[src/wpg_pkg.sv]
// ----------------------------------------------------------------------------
// Warm-up phase gate package
// Widths, register indexes, opcodes and gate codes shared by the block.
// ----------------------------------------------------------------------------
package wpg_pkg;

    localparam int TIME_W  = 40;
    localparam int CNT_W   = 32;
    localparam int ALPHA_W = 16;
    localparam int RES_W   = 20;
    localparam int BSZ_W   = 16;
    localparam int CFG_IDX_W = 3;
    localparam int CFG_DAT_W = 40;
    localparam int GATE_W  = 3;
    localparam int OP_W    = 2;

    localparam logic [OP_W-1:0] OP_BATCH  = 2'd0;
    localparam logic [OP_W-1:0] OP_CPU    = 2'd1;
    localparam logic [OP_W-1:0] OP_RESULT = 2'd2;
    localparam logic [OP_W-1:0] OP_CHECK  = 2'd3;

    localparam logic [CFG_IDX_W-1:0] CFG_FEEDBACK = 3'd0;
    localparam logic [CFG_IDX_W-1:0] CFG_ALPHA    = 3'd1;
    localparam logic [CFG_IDX_W-1:0] CFG_BOOT     = 3'd2;
    localparam logic [CFG_IDX_W-1:0] CFG_MIN_CPU  = 3'd3;
    localparam logic [CFG_IDX_W-1:0] CFG_MIN_BAT  = 3'd4;
    localparam logic [CFG_IDX_W-1:0] CFG_MIN_RES  = 3'd5;

    localparam logic [GATE_W-1:0] GATE_TIME = 3'd0;
    localparam logic [GATE_W-1:0] GATE_CPU  = 3'd1;
    localparam logic [GATE_W-1:0] GATE_BAT  = 3'd2;
    localparam logic [GATE_W-1:0] GATE_PIPE = 3'd3;
    localparam logic [GATE_W-1:0] GATE_NONE = 3'd4;

    localparam logic [ALPHA_W-1:0] ALPHA_RESET = 16'd6554;
    localparam logic [TIME_W-1:0]  BOOT_RESET  = 40'd3600000;

endpackage

[src/wpg_in_if.sv]
// ----------------------------------------------------------------------------
// Event channel
// Valid/ready channel that carries one scheduler event item.
// ----------------------------------------------------------------------------
interface wpg_in_if;
    import wpg_pkg::*;

    logic                valid;
    logic                ready;
    logic [OP_W-1:0]     opcode;
    logic [TIME_W-1:0]   now_time;
    logic [CNT_W-1:0]    budget;
    logic [CNT_W-1:0]    placed_work;
    logic [BSZ_W-1:0]    batch_jobs;
    logic [CNT_W-1:0]    cpu_time;
    logic [TIME_W-1:0]   dispatch_time;
    logic [RES_W-1:0]    current_results;

    modport source (output valid, opcode, now_time, budget, placed_work, batch_jobs,
                    cpu_time, dispatch_time, current_results, input ready);
    modport sink (input valid, opcode, now_time, budget, placed_work, batch_jobs,
                  cpu_time, dispatch_time, current_results, output ready);
endinterface

[src/wpg_out_if.sv]
// ----------------------------------------------------------------------------
// Status channel
// Valid/ready channel that carries one status item per event.
// ----------------------------------------------------------------------------
interface wpg_out_if;
    import wpg_pkg::*;

    logic                valid;
    logic                ready;
    logic                steady_phase;
    logic [GATE_W-1:0]   limiting_gate;
    logic [TIME_W-1:0]   steady_started_at;
    logic [CNT_W-1:0]    avg_cpu;
    logic [TIME_W-1:0]   avg_turnaround;
    logic [CNT_W-1:0]    avg_fill;
    logic                cpu_estimate_valid;
    logic [CNT_W-1:0]    batch_count;
    logic [CNT_W-1:0]    cpu_sample_count;
    logic [CNT_W-1:0]    result_sample_count;
    logic                event_taken;

    modport source (output valid, steady_phase, limiting_gate, steady_started_at,
                    avg_cpu, avg_turnaround, avg_fill, cpu_estimate_valid,
                    batch_count, cpu_sample_count, result_sample_count,
                    event_taken, input ready);
    modport sink (input valid, steady_phase, limiting_gate, steady_started_at,
                  avg_cpu, avg_turnaround, avg_fill, cpu_estimate_valid,
                  batch_count, cpu_sample_count, result_sample_count,
                  event_taken, output ready);
endinterface

[src/wpg_div.sv]
// ----------------------------------------------------------------------------
// Fill ratio divider
// Bit-serial restoring divider: floor(placed work * 65536 / budget), one
// quotient bit per cycle, saturated to 32 bits.
// ----------------------------------------------------------------------------
module wpg_div (
    input  logic                      i_clk,
    input  logic                      i_rst_n,
    input  logic                      i_start,
    input  logic [wpg_pkg::CNT_W-1:0] i_placed,
    input  logic [wpg_pkg::CNT_W-1:0] i_budget,
    output logic                      o_done,
    output logic [wpg_pkg::CNT_W-1:0] o_ratio
);
    import wpg_pkg::*;

    localparam int DVD_W = CNT_W + 16;
    localparam int CNT_BITS = $clog2(DVD_W);

    logic                r_busy, r_done;
    logic [CNT_BITS-1:0] r_cnt;
    logic [DVD_W-1:0]    r_dvd, r_q;
    logic [CNT_W-1:0]    r_rem, r_dvs;
    logic [CNT_W:0]      w_trial;
    logic                w_ge;

    assign w_trial = {r_rem, r_dvd[DVD_W-1]};
    assign w_ge    = w_trial >= {1'b0, r_dvs};

    always_ff @(posedge i_clk) begin
        if (!i_rst_n) begin
            r_busy <= 1'b0;
            r_done <= 1'b0;
            r_cnt  <= '0;
        end else begin
            r_done <= 1'b0;
            if (i_start) begin
                r_busy <= 1'b1;
                r_cnt  <= '0;
            end else if (r_busy) begin
                r_cnt <= r_cnt + 1'b1;
                if (r_cnt == CNT_BITS'(DVD_W - 1)) begin
                    r_busy <= 1'b0;
                    r_done <= 1'b1;
                end
            end
        end
    end

    always_ff @(posedge i_clk) begin
        if (i_start) begin
            r_dvd <= {i_placed, 16'd0};
            r_dvs <= i_budget;
            r_rem <= '0;
            r_q   <= '0;
        end else if (r_busy) begin
            r_dvd <= {r_dvd[DVD_W-2:0], 1'b0};
            r_q   <= {r_q[DVD_W-2:0], w_ge};
            r_rem <= w_ge ? CNT_W'(w_trial - {1'b0, r_dvs}) : w_trial[CNT_W-1:0];
        end
    end

    assign o_done  = r_done;
    assign o_ratio = (|r_q[DVD_W-1:CNT_W]) ? '1 : r_q[CNT_W-1:0];
endmodule

[src/wpg_ema.sv]
// ----------------------------------------------------------------------------
// Moving average unit
// Serial shift-add update avg + round(alpha * (sample - avg) / 65536), one
// alpha bit per cycle; a zero average is seeded by the sample.
// ----------------------------------------------------------------------------
module wpg_ema (
    input  logic                        i_clk,
    input  logic                        i_rst_n,
    input  logic                        i_start,
    input  logic [wpg_pkg::ALPHA_W-1:0] i_alpha,
    input  logic [wpg_pkg::TIME_W-1:0]  i_avg,
    input  logic [wpg_pkg::TIME_W-1:0]  i_sample,
    output logic                        o_done,
    output logic [wpg_pkg::TIME_W-1:0]  o_result
);
    import wpg_pkg::*;

    localparam int ACC_W = TIME_W + ALPHA_W + 2;
    localparam int CNT_BITS = $clog2(ALPHA_W);

    logic                     r_busy, r_done, r_seed;
    logic [CNT_BITS-1:0]      r_cnt;
    logic [ALPHA_W-1:0]       r_alpha;
    logic signed [ACC_W-1:0]  r_d, r_acc;
    logic [TIME_W-1:0]        r_avg, r_sample;
    logic signed [ACC_W-1:0]  w_rnd, w_sum;

    assign w_rnd = (r_acc + ACC_W'(32768)) >>> ALPHA_W;
    assign w_sum = $signed({{(ACC_W-TIME_W){1'b0}}, r_avg}) + w_rnd;

    always_ff @(posedge i_clk) begin
        if (!i_rst_n) begin
            r_busy <= 1'b0;
            r_done <= 1'b0;
            r_cnt  <= '0;
        end else begin
            r_done <= 1'b0;
            if (i_start) begin
                r_busy <= 1'b1;
                r_cnt  <= '0;
            end else if (r_busy) begin
                r_cnt <= r_cnt + 1'b1;
                if (r_cnt == CNT_BITS'(ALPHA_W - 1)) begin
                    r_busy <= 1'b0;
                    r_done <= 1'b1;
                end
            end
        end
    end

    always_ff @(posedge i_clk) begin
        if (i_start) begin
            r_alpha  <= i_alpha;
            r_avg    <= i_avg;
            r_sample <= i_sample;
            r_seed   <= (i_avg == '0);
            r_acc    <= '0;
            r_d      <= $signed({{(ACC_W-TIME_W){1'b0}}, i_sample})
                      - $signed({{(ACC_W-TIME_W){1'b0}}, i_avg});
        end else if (r_busy) begin
            if (r_alpha[0]) begin
                r_acc <= r_acc + r_d;
            end
            r_d     <= r_d <<< 1;
            r_alpha <= r_alpha >> 1;
        end
    end

    assign o_done   = r_done;
    assign o_result = r_seed ? r_sample : w_sum[TIME_W-1:0];
endmodule

[src/warmup_phase_gate_with_ema.sv]
// ----------------------------------------------------------------------------
// Warm-up phase gate with moving averages
// Tracks scheduler events, three moving averages and the warm-up gates.
// ----------------------------------------------------------------------------
// Each event item on i_in yields exactly one status item on o_out. Register
// writes on the i_cfg port take effect at the next clock edge. The user must
// make them only while no event is in flight; the block does not enforce it.
// An event is accepted only in the idle state. An ignored or rejected event
// goes straight to the status state; a phase check or a batch without a fill
// ratio passes the gate check first; a cpu or turnaround sample passes the
// serial multiply of the average unit and then the gate check; a batch with
// a fill ratio passes the divider, the average unit and the gate check.
// The next event is accepted once the last status item has been loaded. One
// event is processed at a time.
// Reset clears all counters, averages and gate times, selects bootstrap
// phase, sets the limiting gate to unknown and loads the register defaults.
// While the receiver stalls, the status item holds on o_out and the next
// event is processed up to its own status, where it waits.
// ----------------------------------------------------------------------------
module warmup_phase_gate_with_ema (
    input  logic                          i_clk,
    input  logic                          i_rst_n,
    input  logic                          i_cfg_we,
    input  logic [wpg_pkg::CFG_IDX_W-1:0] i_cfg_idx,
    input  logic [wpg_pkg::CFG_DAT_W-1:0] i_cfg_data,
    wpg_in_if.sink                        i_in,
    wpg_out_if.source                     o_out
);
    import wpg_pkg::*;

    localparam logic [2:0] S_IDLE  = 3'd0;
    localparam logic [2:0] S_DIV   = 3'd1;
    localparam logic [2:0] S_EMA   = 3'd2;
    localparam logic [2:0] S_CHECK = 3'd3;
    localparam logic [2:0] S_OUT   = 3'd4;

    logic [2:0]          r_state;
    logic                r_fb;
    logic [ALPHA_W-1:0]  r_alpha;
    logic [TIME_W-1:0]   r_boot;
    logic [CNT_W-1:0]    r_min_cpu, r_min_bat;
    logic [RES_W-1:0]    r_min_res;

    logic                r_steady;
    logic [CNT_W-1:0]    r_bat_cnt, r_cpu_cnt, r_res_cnt;
    logic [CNT_W-1:0]    r_avg_cpu, r_avg_fill;
    logic [TIME_W-1:0]   r_avg_turn;
    logic [TIME_W-1:0]   r_gate_t [4];
    logic [3:0]          r_gate_f;
    logic [TIME_W-1:0]   r_start_t;
    logic [GATE_W-1:0]   r_lim;
    logic                r_chg;

    logic [OP_W-1:0]     r_op;
    logic [TIME_W-1:0]   r_now;
    logic [RES_W-1:0]    r_res;

    logic                w_acc;
    logic [OP_W-1:0]     w_op;
    logic                w_cnt_up;
    logic                w_out_load;
    logic                w_div_done, w_ema_done, w_ema_start;
    logic [CNT_W-1:0]    w_ratio;
    logic [TIME_W-1:0]   w_ema_res, w_ema_avg, w_ema_smp;
    logic [3:0]          w_ok, w_new;
    logic [TIME_W-1:0]   w_t [4];
    logic [GATE_W-1:0]   w_best;
    logic [TIME_W-1:0]   w_bt;

    assign i_in.ready = (r_state == S_IDLE);
    assign w_acc = i_in.valid && i_in.ready;
    assign w_op  = w_acc ? i_in.opcode : r_op;
    assign w_out_load = (r_state == S_OUT) && (!o_out.valid || o_out.ready);

    assign w_ema_start = (w_acc && r_fb
                          && ((i_in.opcode == OP_CPU && i_in.cpu_time != '0)
                              || (i_in.opcode == OP_RESULT
                                  && i_in.now_time > i_in.dispatch_time)))
                         || (r_state == S_DIV && w_div_done);

    always_comb begin
        case (i_in.opcode)
            OP_BATCH:  w_cnt_up = i_in.batch_jobs != '0 && r_bat_cnt != '1;
            OP_CPU:    w_cnt_up = i_in.cpu_time != '0 && r_cpu_cnt != '1;
            OP_RESULT: w_cnt_up = i_in.now_time > i_in.dispatch_time && r_res_cnt != '1;
            default:   w_cnt_up = 1'b0;
        endcase
    end

    always_comb begin
        case (w_op)
            OP_CPU: begin
                w_ema_avg = TIME_W'(r_avg_cpu);
                w_ema_smp = TIME_W'(i_in.cpu_time);
            end
            OP_RESULT: begin
                w_ema_avg = r_avg_turn;
                w_ema_smp = i_in.now_time - i_in.dispatch_time;
            end
            default: begin
                w_ema_avg = TIME_W'(r_avg_fill);
                w_ema_smp = TIME_W'(w_ratio);
            end
        endcase
    end

    wpg_div u_div (
        .i_clk      (i_clk),
        .i_rst_n    (i_rst_n),
        .i_start    (w_acc && r_fb && i_in.opcode == OP_BATCH
                     && i_in.budget != '0 && i_in.placed_work != '0),
        .i_placed   (i_in.placed_work),
        .i_budget   (i_in.budget),
        .o_done     (w_div_done),
        .o_ratio    (w_ratio)
    );

    wpg_ema u_ema (
        .i_clk    (i_clk),
        .i_rst_n  (i_rst_n),
        .i_start  (w_ema_start),
        .i_alpha  (r_alpha),
        .i_avg    (w_ema_avg),
        .i_sample (w_ema_smp),
        .o_done   (w_ema_done),
        .o_result (w_ema_res)
    );

    always_comb begin
        w_ok[0] = r_now >= r_boot;
        w_ok[1] = r_cpu_cnt >= r_min_cpu;
        w_ok[2] = r_bat_cnt >= r_min_bat;
        w_ok[3] = r_res >= r_min_res;
        for (int i = 0; i < 4; i++) begin
            w_new[i] = w_ok[i] && !r_gate_f[i];
            w_t[i]   = w_new[i] ? r_now : r_gate_t[i];
        end
        w_best = GATE_TIME;
        w_bt   = w_t[0];
        if (w_t[1] > w_bt) begin
            w_best = GATE_CPU;
            w_bt   = w_t[1];
        end
        if (w_t[2] > w_bt) begin
            w_best = GATE_BAT;
            w_bt   = w_t[2];
        end
        if (w_t[3] > w_bt) begin
            w_best = GATE_PIPE;
        end
    end

    always_ff @(posedge i_clk) begin
        if (!i_rst_n) begin
            r_fb      <= 1'b1;
            r_alpha   <= ALPHA_RESET;
            r_boot    <= BOOT_RESET;
            r_min_cpu <= CNT_W'(1);
            r_min_bat <= CNT_W'(1);
            r_min_res <= RES_W'(1);
        end else if (i_cfg_we) begin
            case (i_cfg_idx)
                CFG_FEEDBACK: r_fb      <= i_cfg_data[0];
                CFG_ALPHA:    r_alpha   <= i_cfg_data[ALPHA_W-1:0];
                CFG_BOOT:     r_boot    <= i_cfg_data[TIME_W-1:0];
                CFG_MIN_CPU:  r_min_cpu <= i_cfg_data[CNT_W-1:0];
                CFG_MIN_BAT:  r_min_bat <= i_cfg_data[CNT_W-1:0];
                CFG_MIN_RES:  r_min_res <= i_cfg_data[RES_W-1:0];
                default: ;
            endcase
        end
    end

    always_ff @(posedge i_clk) begin
        if (w_acc) begin
            r_op  <= i_in.opcode;
            r_now <= i_in.now_time;
            r_res <= i_in.current_results;
        end
    end

    always_ff @(posedge i_clk) begin
        if (!i_rst_n) begin
            o_out.valid <= 1'b0;
        end else if (w_out_load) begin
            o_out.valid <= 1'b1;
        end else if (o_out.ready) begin
            o_out.valid <= 1'b0;
        end
    end

    always_ff @(posedge i_clk) begin
        if (!i_rst_n) begin
            r_state     <= S_IDLE;
            r_steady    <= 1'b0;
            r_bat_cnt   <= '0;
            r_cpu_cnt   <= '0;
            r_res_cnt   <= '0;
            r_avg_cpu   <= '0;
            r_avg_turn  <= '0;
            r_avg_fill  <= '0;
            r_gate_f    <= '0;
            r_start_t   <= '0;
            r_lim       <= GATE_NONE;
            r_chg       <= 1'b0;
            for (int i = 0; i < 4; i++) begin
                r_gate_t[i] <= '0;
            end
        end else begin
            case (r_state)
                S_IDLE: begin
                    if (w_acc) begin
                        r_chg <= r_fb && w_cnt_up;
                        if (!r_fb) begin
                            r_state <= S_OUT;
                        end else begin
                            case (i_in.opcode)
                                OP_BATCH: begin
                                    if (i_in.batch_jobs != '0 && r_bat_cnt != '1) begin
                                        r_bat_cnt <= r_bat_cnt + 1'b1;
                                    end
                                    if (i_in.budget != '0 && i_in.placed_work != '0) begin
                                        r_state <= S_DIV;
                                    end else begin
                                        r_state <= S_CHECK;
                                    end
                                end
                                OP_CPU: begin
                                    if (i_in.cpu_time != '0) begin
                                        if (r_cpu_cnt != '1) begin
                                            r_cpu_cnt <= r_cpu_cnt + 1'b1;
                                        end
                                        r_state <= S_EMA;
                                    end else begin
                                        r_state <= S_OUT;
                                    end
                                end
                                OP_RESULT: begin
                                    if (i_in.now_time > i_in.dispatch_time) begin
                                        if (r_res_cnt != '1) begin
                                            r_res_cnt <= r_res_cnt + 1'b1;
                                        end
                                        r_state <= S_EMA;
                                    end else begin
                                        r_state <= S_OUT;
                                    end
                                end
                                default: r_state <= S_CHECK;
                            endcase
                        end
                    end
                end
                S_DIV: begin
                    if (w_div_done) begin
                        r_state <= S_EMA;
                    end
                end
                S_EMA: begin
                    if (w_ema_done) begin
                        case (r_op)
                            OP_CPU: begin
                                r_avg_cpu <= w_ema_res[CNT_W-1:0];
                                if (w_ema_res[CNT_W-1:0] != r_avg_cpu) r_chg <= 1'b1;
                            end
                            OP_RESULT: begin
                                r_avg_turn <= w_ema_res;
                                if (w_ema_res != r_avg_turn) r_chg <= 1'b1;
                            end
                            default: begin
                                r_avg_fill <= w_ema_res[CNT_W-1:0];
                                if (w_ema_res[CNT_W-1:0] != r_avg_fill) r_chg <= 1'b1;
                            end
                        endcase
                        r_state <= S_CHECK;
                    end
                end
                S_CHECK: begin
                    if (!r_steady) begin
                        for (int i = 0; i < 4; i++) begin
                            r_gate_t[i] <= w_t[i];
                        end
                        r_gate_f <= r_gate_f | w_new;
                        if (|w_new || &w_ok) begin
                            r_chg <= 1'b1;
                        end
                        if (&w_ok) begin
                            r_steady  <= 1'b1;
                            r_start_t <= r_now;
                            r_lim     <= w_best;
                        end
                    end
                    r_state <= S_OUT;
                end
                S_OUT: begin
                    if (w_out_load) begin
                        r_state <= S_IDLE;
                    end
                end
                default: r_state <= S_IDLE;
            endcase
        end
    end

    always_ff @(posedge i_clk) begin
        if (w_out_load) begin
            o_out.steady_phase        <= !r_fb || r_steady;
            o_out.limiting_gate       <= r_lim;
            o_out.steady_started_at   <= r_start_t;
            o_out.avg_cpu             <= r_avg_cpu;
            o_out.avg_turnaround      <= r_avg_turn;
            o_out.avg_fill            <= r_avg_fill;
            o_out.cpu_estimate_valid  <= r_fb && r_cpu_cnt != '0 && r_avg_cpu != '0;
            o_out.batch_count         <= r_bat_cnt;
            o_out.cpu_sample_count    <= r_cpu_cnt;
            o_out.result_sample_count <= r_res_cnt;
            o_out.event_taken         <= r_fb && r_chg;
        end
    end
endmodule
[src/flat_wrapper.sv]
// flat-port wrapper written by rule: the top's interface ports become plain ports
module warmup_phase_gate_with_ema_flat import wpg_pkg::*;
  (i_clk, i_rst_n, i_cfg_we, i_cfg_idx, i_cfg_data, i_in_valid, i_in_opcode, i_in_now_time, i_in_budget, i_in_placed_work, i_in_batch_jobs, i_in_cpu_time, i_in_dispatch_time, i_in_current_results, i_in_ready, o_out_valid, o_out_steady_phase, o_out_limiting_gate, o_out_steady_started_at, o_out_avg_cpu, o_out_avg_turnaround, o_out_avg_fill, o_out_cpu_estimate_valid, o_out_batch_count, o_out_cpu_sample_count, o_out_result_sample_count, o_out_event_taken, o_out_ready);
  wpg_in_if i_in_i ();
  wpg_out_if o_out_i ();
  input  logic i_clk;
  input  logic i_rst_n;
  input  logic i_cfg_we;
  input  logic [wpg_pkg::CFG_IDX_W-1:0] i_cfg_idx;
  input  logic [wpg_pkg::CFG_DAT_W-1:0] i_cfg_data;
  input wire logic [$bits(i_in_i.valid)-1:0] i_in_valid;
  input wire logic [$bits(i_in_i.opcode)-1:0] i_in_opcode;
  input wire logic [$bits(i_in_i.now_time)-1:0] i_in_now_time;
  input wire logic [$bits(i_in_i.budget)-1:0] i_in_budget;
  input wire logic [$bits(i_in_i.placed_work)-1:0] i_in_placed_work;
  input wire logic [$bits(i_in_i.batch_jobs)-1:0] i_in_batch_jobs;
  input wire logic [$bits(i_in_i.cpu_time)-1:0] i_in_cpu_time;
  input wire logic [$bits(i_in_i.dispatch_time)-1:0] i_in_dispatch_time;
  input wire logic [$bits(i_in_i.current_results)-1:0] i_in_current_results;
  output wire logic [$bits(i_in_i.ready)-1:0] i_in_ready;
  output wire logic [$bits(o_out_i.valid)-1:0] o_out_valid;
  output wire logic [$bits(o_out_i.steady_phase)-1:0] o_out_steady_phase;
  output wire logic [$bits(o_out_i.limiting_gate)-1:0] o_out_limiting_gate;
  output wire logic [$bits(o_out_i.steady_started_at)-1:0] o_out_steady_started_at;
  output wire logic [$bits(o_out_i.avg_cpu)-1:0] o_out_avg_cpu;
  output wire logic [$bits(o_out_i.avg_turnaround)-1:0] o_out_avg_turnaround;
  output wire logic [$bits(o_out_i.avg_fill)-1:0] o_out_avg_fill;
  output wire logic [$bits(o_out_i.cpu_estimate_valid)-1:0] o_out_cpu_estimate_valid;
  output wire logic [$bits(o_out_i.batch_count)-1:0] o_out_batch_count;
  output wire logic [$bits(o_out_i.cpu_sample_count)-1:0] o_out_cpu_sample_count;
  output wire logic [$bits(o_out_i.result_sample_count)-1:0] o_out_result_sample_count;
  output wire logic [$bits(o_out_i.event_taken)-1:0] o_out_event_taken;
  input wire logic [$bits(o_out_i.ready)-1:0] o_out_ready;
  assign i_in_i.valid = i_in_valid;
  assign i_in_i.opcode = i_in_opcode;
  assign i_in_i.now_time = i_in_now_time;
  assign i_in_i.budget = i_in_budget;
  assign i_in_i.placed_work = i_in_placed_work;
  assign i_in_i.batch_jobs = i_in_batch_jobs;
  assign i_in_i.cpu_time = i_in_cpu_time;
  assign i_in_i.dispatch_time = i_in_dispatch_time;
  assign i_in_i.current_results = i_in_current_results;
  assign i_in_ready = i_in_i.ready;
  assign o_out_valid = o_out_i.valid;
  assign o_out_steady_phase = o_out_i.steady_phase;
  assign o_out_limiting_gate = o_out_i.limiting_gate;
  assign o_out_steady_started_at = o_out_i.steady_started_at;
  assign o_out_avg_cpu = o_out_i.avg_cpu;
  assign o_out_avg_turnaround = o_out_i.avg_turnaround;
  assign o_out_avg_fill = o_out_i.avg_fill;
  assign o_out_cpu_estimate_valid = o_out_i.cpu_estimate_valid;
  assign o_out_batch_count = o_out_i.batch_count;
  assign o_out_cpu_sample_count = o_out_i.cpu_sample_count;
  assign o_out_result_sample_count = o_out_i.result_sample_count;
  assign o_out_event_taken = o_out_i.event_taken;
  assign o_out_i.ready = o_out_ready;
  warmup_phase_gate_with_ema u_core (.i_clk(i_clk), .i_rst_n(i_rst_n), .i_cfg_we(i_cfg_we), .i_cfg_idx(i_cfg_idx), .i_cfg_data(i_cfg_data), .i_in(i_in_i), .o_out(o_out_i));
endmodule
[config.mk]
export PLATFORM = sky130hd
export DESIGN_NAME = warmup_phase_gate_with_ema_flat
export DESIGN_NICKNAME = d
export VERILOG_FILES = /design/src/wpg_pkg.sv /design/src/wpg_in_if.sv /design/src/wpg_out_if.sv /design/src/wpg_div.sv /design/src/wpg_ema.sv /design/src/warmup_phase_gate_with_ema.sv /design/src/flat_wrapper.sv
export SDC_FILE = /design/constraint.sdc
export NUM_CORES = 2
export LEC_CHECK = 0
export BUFFER_PORTS_ARGS = -buffer_cell sky130_fd_sc_hd__buf_2
export CAP_MARGIN = 15
export CORE_AREA = 5 5 397 321
export DETAILED_ROUTE_END_ITERATION = 7
export DIE_AREA = 0 0 402 326
export GPL_ROUTABILITY_DRIVEN = 0
export HOLD_SLACK_MARGIN = 0.02
export PLACE_DENSITY_LB_ADDON = 0.08
export SLEW_MARGIN = 20
export SYNTH_ARGS = -nofsm -noshare
export SYNTH_HDL_FRONTEND = slang
export SYNTH_SLANG_ARGS = --single-unit
[constraint.sdc]
create_clock -name i_clk -period 10.3 [get_ports i_clk]
set_input_delay 0.515 -clock i_clk [delete_from_list [all_inputs] [get_ports i_clk]]
set_output_delay 0.515 -clock i_clk [all_outputs]
set_load 0.05 [all_outputs]
Word-level counts from Yosys, hierarchy flattened
Memories as Yosys holds them, arrays and structs flattened. Cells that the tools add are included.

$add $sub $neg: 11. Order comparisons: 9. Equality and inequality tests: 32. Mux-type cells: 62. Bitwise gates (word level): 10. Reductions and logical operators: 72.

Operator list (number): 40-bit two-way mux (11); 40-bit > comparator (4); 40-bit case mux with 2 select lines (2); 32-bit nonzero test (5); 58-bit two-way mux (2); 32-bit by 1-bit adder with 32-bit output, second input constant (3); 48-bit two-way mux (2); 32-bit != test, second input constant (3); 32-bit greater-or-equal comparator (2); 32-bit two-way mux (2); 32-bit != test (2); 58-bit adder (1); 56-bit by 17-bit adder with 56-bit output, second input constant (1); 40-bit by 40-bit subtractor with 41-bit output (1); 40-bit adder (1); 40-bit greater-or-equal comparator (1); 40-bit zero test (1); 40-bit != test (1); 40-bit subtractor (1); 33-bit by 32-bit greater-or-equal comparator with 1-bit output (1); 16-bit two-way mux (2); 32-bit subtractor (1); 1-bit two-way mux (25); 1-bit logical AND (22); 40 further kinds (99).

Register bits: 1073. RAM bits: 160. Bits of input ports: 262. Output and inout port bits: 248. Word-level logic and storage cells: 246. Memories: 1.

Memories: u_core.r_gate_t (depth 4, width 40, rd ports 4, clocked after Yosys merged registers in 0, wr ports 4, line warmup_phase_gate_with_ema.sv:48) `logic [TIME_W-1:0] r_gate_t [4];`.

Logic depth before layout (Yosys ltp)
Word-level depth: 9. Depth in mapped cells: 54. Depth with buffers taken out: 51.

Cells and area by module
A second synthesis with hierarchy kept.

Cells, all modules: 7289. Area, all modules: 69395.3 µm².

By module, submodules not included: warmup_phase_gate_with_ema (times used 1, cells each 4630, area each 44765.4 µm², sequential area each 21921.0 µm²); wpg_ema (times used 1, cells each 1880, area each 16781.1 µm², sequential area each 5835.6 µm²); wpg_div (times used 1, cells each 779, area each 7848.8 µm², sequential area each 3683.5 µm²).

Worst setup path before layout
OpenSTA, ideal clock, no wires.

Kind: register to register. Start point: register u_core.r_cpu_cnt[15]. End point: register u_core.r_lim[0]. Setup time: 0.145 ns. Arrival: 8.931 ns. Required time: 10.155 ns. Path slack: 1.225 ns. Stages on the path, launching flop included: 54. Buffers on the path: 5. Period minus slack after synthesis: 9.075 ns. Cell sequence: dfxtp_1 ha_1 nand4_1 a2111o_1 or3_1 o41ai_1 nor3_1 nor3_2 buf_2 buf_1 mux2i_1 inv_1 ha_1 a21o_1 a21o_1 a21o_1 a21oi_1 nor2b_1 [... 18 more ...] a21oi_1 clkbuf_1 clkbuf_1 a21oi_1 ha_1 a21o_1 a21o_1 a21o_1 a21oi_1 nor2b_1 o21ai_0 nand2b_1 a21oi_1 nand2_1 nand2_1 a31oi_1 a21oi_1 a211oi_1.

RTL lines: from (decl) (line warmup_phase_gate_with_ema.sv:45) `logic [CNT_W-1:0] r_bat_cnt, r_cpu_cnt, r_res_cnt;`; from (signal assigned) (line warmup_phase_gate_with_ema.sv:231) `r_cpu_cnt <= r_cpu_cnt + 1'b1;`; to (signal assigned) (line warmup_phase_gate_with_ema.sv:289) `r_lim <= w_best;`; to (decl) (line warmup_phase_gate_with_ema.sv:51) `logic [GATE_W-1:0] r_lim;`.

==> impl_summary.md <==
Synth
The prevailing post-synth register cell is edfxtp_1. The share of async-settable or async-resettable flops after synthesis is 0%. The fraction of the yosys area taken by sequential cells is 46.9%. The mean instance size in the synthesized netlist is 9.74 µm². In the post-synthesis netlist, the biggest area contributors are edfxtp_1 (31%), dfxtp_1 (16%), ha_1 (8.7%).

The number of nets handed over by synthesis was 7621. The number of distinct library cells after synthesis is 90. The number of warnings reported in the yosys synthesis log is 0. The netlist area before placement is 0.0671 mm². In the synthesized netlist, the number of instances is 6890.

The area fraction of the dominant cell type after synthesis is 30.6%. In this run, synthesis inferred 683 flip-flops with an integrated enable. The biggest area contributor in the post-synthesis netlist is edfxtp_1. The synthesis-stage register bit count is 1229.

Layout
The count of nets after finishing is 8154. The layout overhead on the synthesized area is 14.8%. The library cells used most frequently in the layout, excluding fill and tap cells, are nand2_1 (726), nor2_1 (719), edfxtp_1 (683). The multi-input combinational cells in the finished layout cover a total of 0.0331 mm².

In the final layout, the share of cells above drive strength 1 is 13.7%. The most frequent standard cell in the layout excluding fill and tap cells is nand2_1. The number of fill cells in the layout is 10400. The area used by sequential logic in the layout is 0.0314 mm².

Clock tree
The clock tree root driver cell is clkbuf_16. The CTS tree is built. The worst-skew pair later-pin latency is 0.79 ns. The count of clock tree sinks is 1229. Clock tree synthesis inserted a total of 131 buffers. Clock-pin slew was measured on the worst setup and hold paths at 0.06 ns.

The clock tree buffer depth is 3. The H-tree was split into 4 levels.

STA
The final worst clock skew is 0.0505 ns. The number of endpoints with negative hold slack in the final report came to 0. Setup total negative slack on the finished layout was measured at 0 ns. The portion of the clock cycle consumed by the worst path in the final layout is 94.0%. Headroom to the max-slew limit came out at 23.3%. Setup repair after global routing left no endpoint under its margin. The achievable frequency is 103 MHz. The tightest hold path in the finished design has a slack of 0.0690 ns. The clock period minus worst slack is 9.68 ns.

The max-slew violation count was 0. At the pin with the least slew margin, the transition time is 1.14 ns. Setup violations remaining at the end of the flow were counted as 0.

Global routing
The total overflow left after global routing is 0. The initial antenna violation count is 18. Global routing used 32.0% of the available tracks across all layers. The via count of the first global-routing pass is 51500. Entering global routing, the biggest net connects 147 pins. The wire length of the first global-routing pass is 324000 µm.

Setup path
Counting both buffers and inverters, the worst setup path holds a total of 6. The data required time of the critical path is 10.90 ns. The most common cell type on the critical path is a21o_1. The longest individual stage delay on the worst path is 0.47 ns.

The arrival time reported for the critical path endpoint is 10.28 ns. The critical path is of the reg -> reg type. The slowest library cell on the worst path is o311ai_0. Along the worst path, the maximum fanout reaches 30.

The endpoint class of the critical path is a flop. Among cell families on the critical path, the largest total delay comes from compound AO/OA/AOI/OAI gates. The nature of the critical path startpoint is a flop.

Die
The number of primary I/O pins is 510. The count of standard-cell rows is 116. The chip width is 402 µm. The floorplan step defined a core boundary enclosing 0.124 mm². The starting utilization of the core area is 54.3%. The total die area is 0.131 mm². The chip height is 326 µm.

Job
The max-cap check violation count is 0.

Route
After detailed routing, the number of remaining DRC violations is 0. The via-per-instance ratio is 6.02. Dividing the detail-routed wire length by the instance count gives 23.7 µm. The final route contains 55400 vias. The total iterations of the first detailed-routing run is 7. The iteration-0 DRC count of the detailed router is 6106. Summed over all layers, the routed wires come to 218000 µm. The count of nets left with antenna violations after detail routing is 0.

Power and ir drop
Dividing total power by cell area gives a power density of 282 mW/mm². IR analysis of the VDD net gives a maximum drop of 225 µV. For this design the static power due to leakage is 31.2 nW. The overall power after layout is 0.0217 W.

Place
The count of buffers from port buffering is 509. Detailed placement finished with a half-perimeter wire length of 163000 µm.

Outcome
The run finished with clean final reports.

Min path
The tightest min-delay check is of the in -> reg type.
==> stage by stage <==
step	worst slack, ns	instance area, µm²	cells	util (%)
final	0.619	77000	9198	62.3
after global routing	0.0522	77000	9192	62.3
after CTS	0.349	76900	9169	62.2
after detailed placement	0.402	71300	8816	57.7
after global placement	0.696	71300	8816	57.7
after floorplan	1.22	67100	6890	-
==> state kept, by name, indices dropped and copies added (netlist names), 48 cells and up <==
name	count
u_core.r_gate_t	160
u_core.u_ema.r_acc	56
u_core.u_ema.r_d	56
u_core.u_div.r_q	48
==> area by class of cell <==
type,count,share of cell area [%]
Antenna cell,14,0.0455
Clock buffer,183,4.89
Clock inverter,59,0.871
Inverter,378,1.86
Multi-Input combinational cell,4964,43.0
Sequential cell,1229,40.8
Tap cell,1652,2.68
Timing Repair Buffer,719,5.81
==> power breakdown <==
group / internal, W / switching [W]
combinational: 0.00374 / 0.00668
clock: 0.00279 / 0.00209
sequential: 0.00594 / 0.000466
==> worst paths after layout <==
check	start	endpoint	slack [ns]	cells after the start
min reg2reg	u_core.r_start_t[7]	u_core.o_out.steady_started_at[7]	0.43	0
max	u_core.r_cpu_cnt[15]	u_core.r_lim[0]	0.62	41
min	i_in_now_time[39]	u_core.r_now[39]	0.07	1
max reg2reg	u_core.r_cpu_cnt[15]	u_core.r_lim[0]	0.62	41
==> kinds of logic (layout without fill, tap and decap cells) <==
| logic type | after synthesis | count (layout) | synth area share (%) |
|---|---|---|---|
| flip-flops | 1229 | 1229 | 46.9 |
| AO/OA/AOI/OAI | 1466 | 1466 | 14.0 |
| XOR/XNOR | 375 | 375 | 4.89 |
| AND/OR/NAND/NOR | 2298 | 2298 | 15.9 |
| multiplexers | 356 | 356 | 5.61 |
| buffers and inverters | 697 | 1339 | 3.96 |
| other | 0 | 14 | 0 |
| adder cells (fa/ha/maj) | 469 | 469 | 8.80 |
==> Yosys cell counts, drive strengths merged, types with 13 or more instances <==
master	n
a22oi	33
inv	377
o31ai	29
mux2	153
nand2b	52
mux2i	203
buf	51
xor2	186
or2	14
nor4	76
a21boi	13
nand2	729
a21oi	541
o21ai	203
and4	21
nand3	141
a211oi	127
a31oi	29
a41oi	14
or4	13
a21o	175
nand4	120
dfxtp	546
o21bai	36
nor2b	142
and2	45
o211ai	34
a221oi	38
o21a	74
or3	29
nor2	723
xnor2	189
ha	464
nor3	76
and3	72
nor3b	19
edfxtp	683
clkbuf	268
==> per-layer routing <==
| layer | share of wire (%) | GRT usage [%] | vias up |
|---|---|---|---|
| met2 | 42 | 46.8 | 2555 |
| met4 | 3.4 | 11.2 | 10 |
| met5 | 0.058 | 0 | - |
| met3 | 11 | 8.05 | 428 |
| li1 | - | - | 25800 |
| met1 | 44 | 46.3 | 26600 |
==> timing repair <==
action | CTS | global route
endpoints found under the setup margin | 0 | 2
resized for setup | 0 | 2
hold endpoints to repair | 122 | 0
hold buffers | 111 | 0
buffers inserted | 0 | 14
Note: power is estimated with default switching activity, not from simulation.
